<file path="config.mk">
export PLATFORM = sky130hd
export DESIGN_NAME = ppu_mul
export DESIGN_NICKNAME = d
export VERILOG_FILES = /design/src/ppu_pkg.sv /design/src/ppu_mul.sv
export SDC_FILE = /design/constraint.sdc
export NUM_CORES = 2
export LEC_CHECK = 0
export BUFFER_PORTS_ARGS = -buffer_cell sky130_fd_sc_hd__buf_4
export CORE_MARGIN = 2
export CORE_UTILIZATION = 49
export CTS_BUF_LIST = sky130_fd_sc_hd__clkbuf_8
export CTS_CLUSTER_DIAMETER = 120
export DETAILED_ROUTE_END_ITERATION = 10
export PLACE_DENSITY_LB_ADDON = 0.12
export SLEW_MARGIN = 20
export SYNTH_ARGS = -nofsm -noshare
export SYNTH_HDL_FRONTEND = slang
export SYNTH_SLANG_ARGS = --single-unit
export TNS_END_PERCENT = 1
</file>
<file path="constraint.sdc">
create_clock -name i_clk -period 8.9 [get_ports i_clk]
set_input_delay 0.89 -clock i_clk [delete_from_list [all_inputs] [get_ports i_clk]]
set_output_delay 0.89 -clock i_clk [all_outputs]
set_load 0.05 [all_outputs]
</file>
<file path="src/ppu_pkg.sv">
// Shared types and constants of the particle pool update block.
// No dependencies; imported by every module of the block but ppu_ram.
package ppu_pkg;

    // Pool geometry.
    localparam int PPU_DEPTH = 1024;
    localparam int PPU_AW    = $clog2(PPU_DEPTH);
    localparam int PPU_CW    = $clog2(PPU_DEPTH + 1);
    localparam logic [PPU_AW:0]   PPU_FULL = (PPU_AW + 1)'(PPU_DEPTH);
    localparam logic [PPU_AW-1:0] PPU_LAST = PPU_AW'(PPU_DEPTH - 1);

    // Stream widths.
    localparam int PPU_IN_W   = 360;
    localparam int PPU_OUT_W  = 208;
    localparam int PPU_OP_W   = 2;

    // Item kinds.
    localparam logic [1:0] OP_EMIT_RAD = 2'd0;
    localparam logic [1:0] OP_EMIT_DEG = 2'd1;
    localparam logic [1:0] OP_TICK     = 2'd2;
    localparam logic [1:0] OP_READ     = 2'd3;

    // Blend factor of one in Q1.16, and the quotient bits the divider produces.
    localparam logic [16:0] PPU_Q_ONE  = 17'h10000;
    localparam int          PPU_QBITS  = 16;

    // Pi / 180 in Q0.32.
    localparam logic signed [31:0] PPU_DEG_K = 32'sd74961321;
    localparam logic signed [64:0] PPU_HALF32 = 65'sd2147483648;

    // Sequence of the shared multiplier during a tick.
    localparam logic [3:0] MS_VX    = 4'd0;
    localparam logic [3:0] MS_VY    = 4'd1;
    localparam logic [3:0] MS_ROT   = 4'd2;
    localparam logic [3:0] MS_SCALE = 4'd3;
    localparam logic [3:0] MS_COL0  = 4'd4;
    localparam logic [3:0] MS_COL3  = 4'd7;
    localparam logic [3:0] MS_DONE  = 4'd8;

    // Input item payload, first field in the highest bits.
    typedef struct packed {
        logic [9:0]  slot;
        logic [30:0] delta_time;
        logic [30:0] lifetime;
        logic [63:0] rotation_pair;
        logic [31:0] scale_pair;
        logic [31:0] end_color;
        logic [31:0] start_color;
        logic [31:0] vel_y;
        logic [31:0] vel_x;
        logic [31:0] pos_y;
        logic [31:0] pos_x;
    } t_in_data;

    // Result item payload.
    typedef struct packed {
        logic        pad;
        logic [9:0]  highest_used;
        logic [10:0] live_count;
        logic [31:0] out_remaining;
        logic [31:0] out_rotation;
        logic [15:0] out_scale;
        logic [31:0] out_color;
        logic [31:0] out_y;
        logic [31:0] out_x;
        logic [9:0]  slot_used;
    } t_out_data;

    // One particle slot as kept in the particle memory.
    typedef struct packed {
        logic [31:0] remaining;
        logic [31:0] total;
        logic [31:0] pos_x;
        logic [31:0] pos_y;
        logic [31:0] vel_x;
        logic [31:0] vel_y;
        logic [31:0] color_a;
        logic [31:0] color_b;
        logic [31:0] scale_pair;
        logic [31:0] rot_a;
        logic [31:0] rot_b;
    } t_part;

    // Values shown for one slot, refreshed for each live slot by each tick.
    typedef struct packed {
        logic [31:0] color;
        logic [15:0] scale;
        logic [31:0] rot;
    } t_render;

    // Divider request and response.
    typedef struct packed {
        logic        start;
        logic [31:0] num;
        logic [31:0] den;
    } t_div_req;

    typedef struct packed {
        logic        done;
        logic [15:0] quo;
    } t_div_rsp;

    // Operands of the shared multiplier.
    typedef struct packed {
        logic signed [32:0] a;
        logic signed [31:0] b;
    } t_mul_req;

endpackage

</file>
<file path="src/ppu_mul.sv">
// Shared signed multiplier with a registered product.
// Depends on ppu_pkg.
module ppu_mul (
    input  logic               i_clk,
    input  ppu_pkg::t_mul_req  i_req,
    output logic signed [64:0] o_prod
);
    import ppu_pkg::*;

    // One product a cycle, available in the next cycle.
    always_ff @(posedge i_clk) begin
        o_prod <= i_req.a * i_req.b;
    end

endmodule

</file>
# ---- Word level (Yosys, flattened, before mapping)
# Index checks and enable logic that the tools add are counted.
dict set report word_totals {
  reg_bits 65
  latchBits 0
  ramBits 0
  rom_bits 0
  inputBits 66
  output_inout_bits 65
  wordCells 2
  n_memories 0
}
dict set report classes {
  add_sub_neg 0
  multipliers 1
  n_div 0
  n_lt_le_gt_ge 0
  n_eq_ne 0
  shifts 0
  n_mux 0
  bitwise 0
  n_reduce_logical 0
}
# op count
set op_table {}
lappend op_table {{multiplier 33 x 32 -> 65 bit} 1}

# ---- Logic depth before layout (Yosys ltp)
dict set report depth {
  word_depth 1
  ltp_mapped 29
  mapped_depth_nobuf 27
}

# ---- Worst setup path after synthesis
# Ideal clock, no wire load.
dict set report synth_timing {
  kind {input to register}
  from {in i_req[64] (netlist name)}
  to {reg o_prod[64]}
  setup_ns 0.072
  arrival_time_ns 8.162
  required_ns 8.828
  path_slack_ns 0.666
  stages 26
  n_path_buf 1
  path_cell_list {clkbuf_1 > nand2_1 > inv_1 > fa_1 > inv_1 > fa_1 > inv_1 > fa_1 > fa_1 > inv_1 > fa_1 > inv_1 > fa_1 > inv_1 > fa_1 > inv_1 > fa_1 > ha_1 > and3_1 > and2_1 > a221o_1 > a22o_1 > a31oi_1 > o311ai_1 > o211ai_1 > xnor2_1}
}
dict set report synth_via {
  elab_chain_cells 1
}
# element line
set synth_lines {}
lappend synth_lines {{from (decl)} ppu_mul.sv:5} ;# input ppu_pkg::t_mul_req i_req,
lappend synth_lines {{multiplier 33 x 32 -> 65 bit} ppu_mul.sv:12} ;# o_prod <= i_req.a * i_req.b;
lappend synth_lines {{to (signal assigned)} ppu_mul.sv:12}
lappend synth_lines {{to (decl)} ppu_mul.sv:6} ;# output logic signed [64:0] o_prod
# No other way between the ends.

# ---- Final worst setup path
dict set report layout_timing {
  from {in i_req[42] (netlist name)}
  to {reg o_prod[61]}
}
# Same word-level chain as after synthesis.

==> impl_metrics.json <==
{
  "path_clk_slew_ns": 0.08,
  "cts-root-buf": "clkbuf_8",
  "die_h_um": 283.4,
  "grt_max_degree": 34,
  "start_util_pct": 49.46,
  "slew_viol_final": 0,
  "overflow": 0,
  "drt_wl_total_um": 101700,
  "fin_nets": 5412,
  "hold_buffers": 0,
  "fin_crit_ns": 8.290,
  "cts_resized": 0,
  "die_x_um": 283.4,
  "setup_slack_ns": 0.6103,
  "hpwl_um": 86050,
  "detail_route.wl_per_cell_um": 19.97,
  "drtIter0Drc": 1242,
  "netlist_instances": 4014,
  "hold_viol": 0,
  "cts_tree": "yes",
  "clock_path_buffers": 2,
  "dr_wl_met2_um": 52970,
  "top_regs": "o_prod: 65 flops",
  "track_usage_pct": 27.00,
  "num_rows": 102,
  "maxCapViolations": 0,
  "avgSynthCellArea_um2": 9.529,
  "largest_reg_flops": 65,
  "setup_viol": 0,
  "synth-seq-cells": 65,
  "fin_setup_tns_ns": 0,
  "gp_congestion": 0.8531,
  "antenna_found_initial": 1,
  "layout_commonest_cell": "fa_1",
  "drt-met1-wl_um": 41440,
  "required_ns": 9.28,
  "ys.flop_type": "dfxtp_1",
  "rsz0062_at_grt": "no",
  "end_kind": "flop",
  "arrival_ns": 8.67,
  "seq_area_um2": 1301,
  "syn-cell-area_um2": 38250,
  "synth_cell_types": 55,
  "grt_pass1_wl_um": 165900,
  "grt_pass1_vias": 29330,
  "fillers": 7328,
  "synthArstFlopShare_pct": 0,
  "worst_pin_slew_ns": 0.7048,
  "clock_sinks": 65,
  "cts_setup_buffers": 0,
  "routed-via-count": 26130,
  "crit_path_max_fanout": 22,
  "criticalPathCategory": "in -> reg",
  "status": "completed",
  "first_pass_iters": 5,
  "fmax_mhz": 120.6,
  "top_register": "o_prod",
  "via_per_inst": 5.131,
  "pre_cts_ws_ns": 0.1782,
  "final_cell_mix": "fa_1 (1,112), inv_1 (991), nand2_1 (536), and2_1 (531), buf_4 (233)",
  "area_growth_pct": 6.424,
  "multi_input_area_um2": 32440,
  "core_area_um2": 77340,
  "htree_levels": 3,
  "cp-start-kind": "primary input",
  "layout-drive-gt1-share_pct": 6.269,
  "routed.top_layer": "met4",
  "met3WireLength_um": 3925,
  "ys_seq_area_share_pct": 3.402,
  "synth_edf_count": 0,
  "numPortBuffers": 130,
  "maxSlewHeadroom_pct": 52.79,
  "cts_inserted_buffers": 9,
  "dieArea_um2": 80310,
  "synth_nets": 5378,
  "final_antenna_net_count": 0,
  "ios": 131,
  "worstHoldPathType": "in -> reg",
  "ys.warnings.count": 0,
  "fin_crit_sh_pct": 93.14,
  "drc": 0
}
==> logic make-up after synthesis <==
| family | share of synthesized area [%] |
|---|---|
| AND/OR/NAND/NOR | 15.37 |
| buffers and inverters | 11.78 |
| AO/OA/AOI/OAI | 3.468 |
| flip-flops | 3.402 |
| XOR/XNOR | 1.694 |
| adder cells (fa/ha/maj) | 64.29 |
==> through the flow <==
stage	utilization, %	area [um2]	std cells	hold slack [ns]
floorplan	-	38250	4014	1.017
global placement	52.40	40530	5077	1.319
detailed placement	52.40	40530	5077	1.323
CTS	52.63	40700	5092	0.8167
global route	52.63	40710	5093	0.8451
finish	52.63	40710	5093	0.8382
==> final timing paths <==
check | startpoint | endpoint | slack, ns | depth (start not counted)
max | i_req[42] | o_prod[61] | 0.61 | 27
min | i_req[32] | o_prod[0] | 0.84 | 2
==> synth_stat cells, types with 6 or more instances <==
cell	count	share of area (%)
a21o_1	30	0.59
a21oi_1	70	0.92
a31oi_1	8	0.13
and2_1	531	8.7
and3_1	8	0.13
clkbuf_1	210	2.1
dfxtp_1	65	3.4
fa_1	1112	58
ha_1	186	6.1
inv_1	989	9.7
nand2_1	536	5.3
nand2b_1	11	0.18
nand3_1	12	0.16
nand4_1	12	0.20
nor2_1	47	0.46
nor2b_1	6	0.098
o21a_1	6	0.12
o21ai_0	25	0.33
o21ai_1	6	0.079
o21bai_1	12	0.24
o31ai_1	6	0.12
xnor2_1	47	1.1
xor2_1	27	0.62
==> routing by layer <==
| layer | vias up | track usage, % |
|---|---|---|
| li1 | 11470 | - |
| met1 | 13970 | 35.02 |
| met2 | 585 | 47.95 |
| met3 | 106 | 2.556 |
| met4 | 0 | 8.426 |
| met5 | - | 0 |
==> critical path, cell delays in order <==
cell	delay, ns
buf_4	0.20
buf_4	0.30
nand2_1	0.12
fa_1	0.53
fa_1	0.55
inv_1	0.05
fa_1	0.51
inv_1	0.06
fa_1	0.52
inv_1	0.05
fa_1	0.54
fa_1	0.44
fa_1	0.53
fa_1	0.42
ha_1	0.38
nand2_1	0.09
o21ai_1	0.24
nand3_1	0.11
a21o_1	0.21
a21oi_1	0.47
o2111ai_1	0.25
nand2_1	0.17
buf_12	0.13
a2111oi_0	0.10
buf_4	0.16
o41ai_1	0.40
xor2_1	0.20
==> area by class of cell <==
| type | count | area share (%) |
|---|---|---|
| diodes | 1 | 0.006147 |
| clock buffers | 9 | 0.3043 |
| clock inverters | 6 | 0.1291 |
| inverters | 989 | 9.120 |
| multi-input cells | 2749 | 79.70 |
| flip-flops and latches | 65 | 3.197 |
| well taps | 1040 | 3.197 |
| repair buffers | 234 | 4.346 |
Power is left out: the tool's default activity adds up to more than one toggle a clock period on the data nets, which glitch-free logic cannot reach.
