--- src/ppu_pkg.sv ---
// Shared types and constants of the particle pool update block.
// No dependencies; imported by every module of the block but ppu_ram.
package ppu_pkg;

    // Pool geometry.
    localparam int PPU_DEPTH = 1024;
    localparam int PPU_AW    = $clog2(PPU_DEPTH);
    localparam int PPU_CW    = $clog2(PPU_DEPTH + 1);
    localparam logic [PPU_AW:0]   PPU_FULL = (PPU_AW + 1)'(PPU_DEPTH);
    localparam logic [PPU_AW-1:0] PPU_LAST = PPU_AW'(PPU_DEPTH - 1);

    // Stream widths.
    localparam int PPU_IN_W   = 360;
    localparam int PPU_OUT_W  = 208;
    localparam int PPU_OP_W   = 2;

    // Item kinds.
    localparam logic [1:0] OP_EMIT_RAD = 2'd0;
    localparam logic [1:0] OP_EMIT_DEG = 2'd1;
    localparam logic [1:0] OP_TICK     = 2'd2;
    localparam logic [1:0] OP_READ     = 2'd3;

    // Blend factor of one in Q1.16, and the quotient bits the divider produces.
    localparam logic [16:0] PPU_Q_ONE  = 17'h10000;
    localparam int          PPU_QBITS  = 16;

    // Pi / 180 in Q0.32.
    localparam logic signed [31:0] PPU_DEG_K = 32'sd74961321;
    localparam logic signed [64:0] PPU_HALF32 = 65'sd2147483648;

    // Sequence of the shared multiplier during a tick.
    localparam logic [3:0] MS_VX    = 4'd0;
    localparam logic [3:0] MS_VY    = 4'd1;
    localparam logic [3:0] MS_ROT   = 4'd2;
    localparam logic [3:0] MS_SCALE = 4'd3;
    localparam logic [3:0] MS_COL0  = 4'd4;
    localparam logic [3:0] MS_COL3  = 4'd7;
    localparam logic [3:0] MS_DONE  = 4'd8;

    // Input item payload, first field in the highest bits.
    typedef struct packed {
        logic [9:0]  slot;
        logic [30:0] delta_time;
        logic [30:0] lifetime;
        logic [63:0] rotation_pair;
        logic [31:0] scale_pair;
        logic [31:0] end_color;
        logic [31:0] start_color;
        logic [31:0] vel_y;
        logic [31:0] vel_x;
        logic [31:0] pos_y;
        logic [31:0] pos_x;
    } t_in_data;

    // Result item payload.
    typedef struct packed {
        logic        pad;
        logic [9:0]  highest_used;
        logic [10:0] live_count;
        logic [31:0] out_remaining;
        logic [31:0] out_rotation;
        logic [15:0] out_scale;
        logic [31:0] out_color;
        logic [31:0] out_y;
        logic [31:0] out_x;
        logic [9:0]  slot_used;
    } t_out_data;

    // One particle slot as kept in the particle memory.
    typedef struct packed {
        logic [31:0] remaining;
        logic [31:0] total;
        logic [31:0] pos_x;
        logic [31:0] pos_y;
        logic [31:0] vel_x;
        logic [31:0] vel_y;
        logic [31:0] color_a;
        logic [31:0] color_b;
        logic [31:0] scale_pair;
        logic [31:0] rot_a;
        logic [31:0] rot_b;
    } t_part;

    // Values shown for one slot, refreshed for each live slot by each tick.
    typedef struct packed {
        logic [31:0] color;
        logic [15:0] scale;
        logic [31:0] rot;
    } t_render;

    // Divider request and response.
    typedef struct packed {
        logic        start;
        logic [31:0] num;
        logic [31:0] den;
    } t_div_req;

    typedef struct packed {
        logic        done;
        logic [15:0] quo;
    } t_div_rsp;

    // Operands of the shared multiplier.
    typedef struct packed {
        logic signed [32:0] a;
        logic signed [31:0] b;
    } t_mul_req;

endpackage

--- src/ppu_div.sv ---
// Restoring divider giving the 16 fraction bits of num / den, for num < den.
// Depends on ppu_pkg.
module ppu_div (
    input  logic              i_clk,
    input  logic              i_rst_n,
    input  ppu_pkg::t_div_req i_req,
    output ppu_pkg::t_div_rsp o_rsp
);
    import ppu_pkg::*;

    logic        r_busy;
    logic [4:0]  r_cnt;
    logic [31:0] r_rem;
    logic [31:0] r_den;
    logic [15:0] r_quo;
    logic        r_done;
    logic [32:0] c_trial;
    logic        c_ge;
    logic [32:0] c_diff;

    // One quotient bit a cycle: shift, compare and subtract.
    always_comb begin
        c_trial = {r_rem, 1'b0};
        c_ge    = c_trial >= {1'b0, r_den};
        c_diff  = c_ge ? (c_trial - {1'b0, r_den}) : c_trial;
    end

    // Control.
    always_ff @(posedge i_clk) begin
        if (!i_rst_n) begin
            r_busy <= 1'b0;
            r_cnt  <= '0;
            r_done <= 1'b0;
        end else begin
            r_done <= 1'b0;
            if (i_req.start) begin
                r_busy <= 1'b1;
                r_cnt  <= 5'(PPU_QBITS);
            end else if (r_busy) begin
                r_cnt <= r_cnt - 1'b1;
                if (r_cnt == 5'd1) begin
                    r_busy <= 1'b0;
                    r_done <= 1'b1;
                end
            end
        end
    end

    // Datapath.
    always_ff @(posedge i_clk) begin
        if (i_req.start) begin
            r_rem <= i_req.num;
            r_den <= i_req.den;
            r_quo <= '0;
        end else if (r_busy) begin
            r_rem <= c_diff[31:0];
            r_quo <= {r_quo[14:0], c_ge};
        end
    end

    assign o_rsp.done = r_done;
    assign o_rsp.quo  = r_quo;

endmodule

--- config.mk ---
export PLATFORM = sky130hd
export DESIGN_NAME = ppu_div
export DESIGN_NICKNAME = d
export VERILOG_FILES = /design/src/ppu_pkg.sv /design/src/ppu_div.sv
export SDC_FILE = /design/constraint.sdc
export NUM_CORES = 1
export LEC_CHECK = 0
export ABC_CLOCK_PERIOD_IN_PS = 7200
export BUFFER_PORTS_ARGS = -buffer_cell sky130_fd_sc_hd__buf_2
export CAP_MARGIN = 20
export CORE_ASPECT_RATIO = 1.5
export CORE_MARGIN = 2
export CORE_UTILIZATION = 30
export DETAILED_ROUTE_END_ITERATION = 7
export PLACE_DENSITY = 0.45
export SYNTH_ARGS = -nofsm -noshare
export SYNTH_HDL_FRONTEND = slang
export SYNTH_SLANG_ARGS = --single-unit
--- constraint.sdc ---
create_clock -name i_clk -period 7.2 [get_ports i_clk]
set_input_delay 0.36 -clock i_clk [delete_from_list [all_inputs] [get_ports i_clk]]
set_output_delay 0.36 -clock i_clk [all_outputs]
set_load 0.05 [all_outputs]
* Word level (Yosys, flattened, before mapping) *
Cells that the tools add are included.

cells by class
  add/subtract/negate cells = 2
  magnitude comparators = 1
  equal/unequal tests = 1
  mux-type cells = 9
  bitwise gates (word level) = 2
  reductions and logical operators = 3

operator list
  operator               count
  $mux W32               3
  $ge A33 B32 Y1         1
  $sub A32 B32 Y32       1
  $mux W5                2
  $eq A5 B1 Y1 const B   1
  $sub A5 B1 Y5 const B  1
  $mux W1                4
  $reduce_or A3 Y1       1
  $not A1 Y1             2
  $reduce_bool A2 Y1     1
  $reduce_or A2 Y1       1

storage, ports and cells
  bits in registers = 87
  input bits = 67
  output and inout port bits = 17
  logic and storage cells = 25

* Longest topological paths before layout *
  depth in word-level cells = 4
  gate-level depth with buffers = 13
  gate-level depth less buffers = 11

* Least setup slack after synthesis *
Ideal clock, no wire load.

  path type = flip-flop to flip-flop
  from = reg r_rem[9]
  to = reg r_rem[10] (data pin)
  library setup time = 0.260 ns
  arrival = 2.644 ns
  data required time = 6.940 ns
  path slack = 4.296 ns
  cell stages (with the launch flop) = 13
  path buffers = 2
  period minus slack after synthesis = 2.904 ns
  cells stage by stage = edfxtp_1 -> ha_1 -> buf_6 -> a21o_1 -> a221oi_2 -> o221ai_2 -> nand2b_2 -> o21ai_2 -> o21a_4 -> a21o_4 -> buf_6 -> mux2_4 -> mux2_2

on the way
  word-level cells in the longest chain between the ends = 4
  elaborated cells on any way between the ends = 5

ends and longest elaborated chain
  item                                                line                          RTL
  start: declaration                                  ppu_div.sv:13                 logic [31:0] r_rem;
  start signal: assignment                            ppu_div.sv:52                 r_rem <= i_req.num;
  start signal: assignment                            ppu_div.sv:56                 r_rem <= c_diff[31:0];
  $sub A32 B32 Y32 or $ge A33 B32 Y1 (tied branches)  ppu_div.sv:25, ppu_div.sv:24
  $mux W32 *                                          ppu_div.sv:25                 c_diff = c_ge ? (c_trial - {1'b0, r_den}) : c_trial;
  $mux W32 *                                          ppu_div.sv:55                 end else if (r_busy) begin
  $mux W32 *                                          ppu_div.sv:51                 if (i_req.start) begin

Mark *: on every way between the ends. The rest lies on a longest branch, timed or not. The select of a mux whose other input is x is not followed.
A chain may end at the register's enable or synchronous reset.

* Final worst setup path *
  from = reg r_rem[9]
  to = reg r_rem[29] (data pin)

Same word-level chain as after synthesis.

==> flow_summary_export.csv <==
group,metric,value,unit
die,core,17800,sq um
hold_path,whs_endpoint,"r_den[10]",
yosys,synth_area,5420,sq um
hold_path,hold_path.class,"in2reg",
power_and_ir_drop,switching_share,34.2,%
cts,clkTransAtPathRegs,70,ps
yosys,synth_edf_count,64,
run,maxCapViolCount,0,
cells_and_area,fillerInstances,1791,
yosys,netlist.area_leader.share,35.4,%
yosys,synthCells,502,
yosys,yosysTopAreaCell,"edfxtp_1",
detailed_routing,firstDrtPassIters,4,
placed_design,port_buffers,83,
cts,root_buffer,"clkbuf_16",
detailed_routing,wl_per_cell,15.8,microns
worst_setup_path,cp_cell_sequence,"ha_1 > a21o_1 > a221oi_2 > o221ai_2 > nand2b_2 > o21ai_2 > o21a_4 > a21oi_1 > nor2_1 > a221o_1",
power_and_ir_drop,switchingPower,778,uW
die,initial_utilization,30.5,%
die,die_area,19200,sq um
worst_setup_path,critPathMaxStageDelay,630,ps
detailed_routing,vias_per_cell,4.92,
worst_setup_path,required,7290,ps
cells_and_area,post-route-cell-area,6340,sq um
detailed_routing,route.detailed.drc,0,
yosys,ys_ff_latch,87,
cts,clock_sink_count,87,
grt,overflow,0,
timing,fmax,0.288,GHz
yosys,ys_seq_area_share,43.9,%
worst_setup_path,reg2regPathDepth,10,
placed_design,gp_congestion,0.826,
yosys,post_synth.cell_area_avg,10.8,sq um
worst_setup_path,critical_path_class,"reg2reg",
worst_setup_path,rr_startpoint,"r_rem[9]",
power_and_ir_drop,internal_power,1.50,mW
cts,ctsHoldBuffers,0,
yosys,yosys_most_used_dff,"edfxtp_1",
yosys,yosysWarningCount,0,
status,outcome,"finished clean",
cells_and_area,drive_gt1_share,26.2,%
detailed_routing,antenna_left,0,
hold_path,whs_path_depth,1,
die,die_x,114,microns
timing,hold_viol,0,
yosys,netlist_top_cells_area,"edfxtp_1 35%, dfxtp_1 8.5%, ha_1 7.8%",
timing,whs,181,ps
cts,clock_latency,350,ps
power_and_ir_drop,p_per_area,359,nW/um^2
yosys,ys_types,66,
cells_and_area,diodes,0,
grt,grt_max_degree,70,
worst_setup_path,slowest_stage,"a21oi_1",
power_and_ir_drop,irDropWorstVdd,0.000124,V
detailed_routing,wl,12600,microns
cts,post-cts-setup-buffer-count,0,
power_and_ir_drop,p_clk_share,22.2,%
die,rows,60,
die,ios,84,
cts,cts.repair.resized,0,
grt,grt_pass1_vias,4250,
timing,final-max-slew-violation-count,0,
cts,cts-buffers-inserted,9,
timing,slew_headroom,43.9,%
placed_design,hpwlAfterDp,9260,microns
yosys,syn_nets,604,
timing,finalCritPeriodShare,48.3,%
worst_setup_path,rr_endpoint,"r_rem[29]",
grt,grtUsageTotal,13.5,%
hold_path,hold_start,"i_req[10]",
timing,fin_skew,13.8,ps
worst_setup_path,cp.arrival,3570,ps
yosys,async_flop_share,0,%
cts,cts_tree,"built",
power_and_ir_drop,leakage,2.75,nW
worst_setup_path,cp_max_fo,8,
cts,clock_path_buffers,2,
timing,tightest_slew,842,ps
worst_setup_path,end_kind,"register",
grt,grt_pass1_wl,20500,microns
timing,setup_viol,0,
cells_and_area,layout.nets,681,
power_and_ir_drop,combPwrFrac,47.2,%
detailed_routing,vias,3943,
worst_setup_path,cp-start-kind,"register",
worst_setup_path,rrSetupSlack,3720,ps
power_and_ir_drop,seq_power_share,30.6,%
cells_and_area,area_growth,16.9,%
die,fp.dieH,169,microns
cts,cts_htree_levels,3,
detailed_routing,drt_iter0_markers,171,
grt,antenna_found_initial,0,
timing,period_minus_slack,3480,ps
timing,fin_tns_setup,0,ps
placed_design,place_area,6020,sq um
timing,rsz0062_at_grt,"false",
[registers in the layout, indices dropped and copies added, names as in the netlist]
signal / flops
r_busy: 1
r_cnt: 5
r_den: 32
r_done: 1
r_quo: 16
r_rem: 32
[cells in the mapped netlist, types with 14 or more instances]
library cell  number
mux2_4            18
xnor2_1           21
dfxtp_1           23
ha_1              34
edfxtp_1          64
inv_1             42
o21ai_0           14
a21o_1            14
a21oi_1           30
nand2_1           19
mux2_2            23
nor2_1            38
mux2i_1           16
[kinds of logic (layout without fill, tap and decap cells)]
logic type      Yosys count  after routing  share of synthesized area [%]
flops                    87             87                           43.9
xor+xnor                 29             29                           4.69
fa+ha+maj                35             35                           8.22
simple gates            131            131                           12.6
mux                      57             57                           12.7
buf+inv                  62            144                           4.96
compound gates          101            101                           12.9
[worst max-delay path, delay by kind of cell, from the launching register on]
| family | cells | cell delay [ps] |
|---|---|---|
| and+or+nand+nor | 2 | 340 |
| DFF | 1 | 400 |
| AOI/OAI and AO/OA | 7 | 2040 |
| adders and majority gates | 1 | 430 |
[final cells by class]
class / instances / area, sq um / share of cell area, %
timing repair buffer: 86 / 440 / 6.95
clock buffer: 10 / 229 / 3.61
inverter: 42 / 158 / 2.49
tap: 217 / 272 / 4.29
multi-input combinational: 353 / 2770 / 43.7
sequential: 87 / 2380 / 37.6
clock inverter: 6 / 85.1 / 1.34
[per-stage QoR]
step,utilization (%),cells,worst slack (ps),power [mW]
2_1_floorplan,-,502,4300,1.58
3_3_place_gp,33.8,785,3660,1.77
3_5_place_dp,33.8,785,3700,1.78
4_1_cts,35.6,801,3680,2.30
5_1_grt,35.6,801,3410,2.43
6_report,35.6,801,3720,2.27
[power by group through the flow]
stage          sequential (mW)  combinational [mW]  clock (mW)
4_1_cts                  0.699                1.08       0.524
3_3_place_gp             0.708                1.07           0
5_1_grt                  0.708                1.19       0.536
3_5_place_dp             0.708                1.07           0
6_report                 0.697                1.07       0.504
2_1_floorplan            0.697               0.882           0
[worst max-delay path by stage]
stage,from,end,slack (ps),depth (start not counted)
after floorplan,r_rem[9],r_rem[10],4300,12
after global placement,r_rem[2],r_rem[29],3660,10
after detailed placement,r_rem[2],r_rem[29],3700,10
after CTS,r_rem[2],r_rem[29],3680,10
after global routing,r_rem[2],r_rem[29],3410,10
final,r_rem[9],r_rem[29],3720,10
[routing by layer]
metal / share of wire (%) / track usage (%) / vias to the layer above
li1: - / - / 1976
met2: 52 / 24.9 / 82
met3: 5.3 / 3.72 / 18
met4: 2.0 / 4.93 / 0
met5: 0 / 0 / -
met1: 41 / 14.6 / 1867
[cells in the final DEF (no fill, tap or decap), drive strengths merged, types with 3 or more instances in the layout]
cell type and n:
a221o 4, mux2i 16, nand2b 5, a21o 15, xor2 8, clkinv 3, o21ai 17, a21boi 3
nor3 9, nor4 8, ha 34, nor2b 12, a21oi 31, mux2 41, edfxtp 64, nor2 38
nand2 19, clkbuf 10, xnor2 21, inv 42, a31oi 6, buf 86, dfxtp 23, and2 6
and3 6, nand3 10, nor3b 4, and4b 3, nand4 5
(Power assumes the default switching activity.)
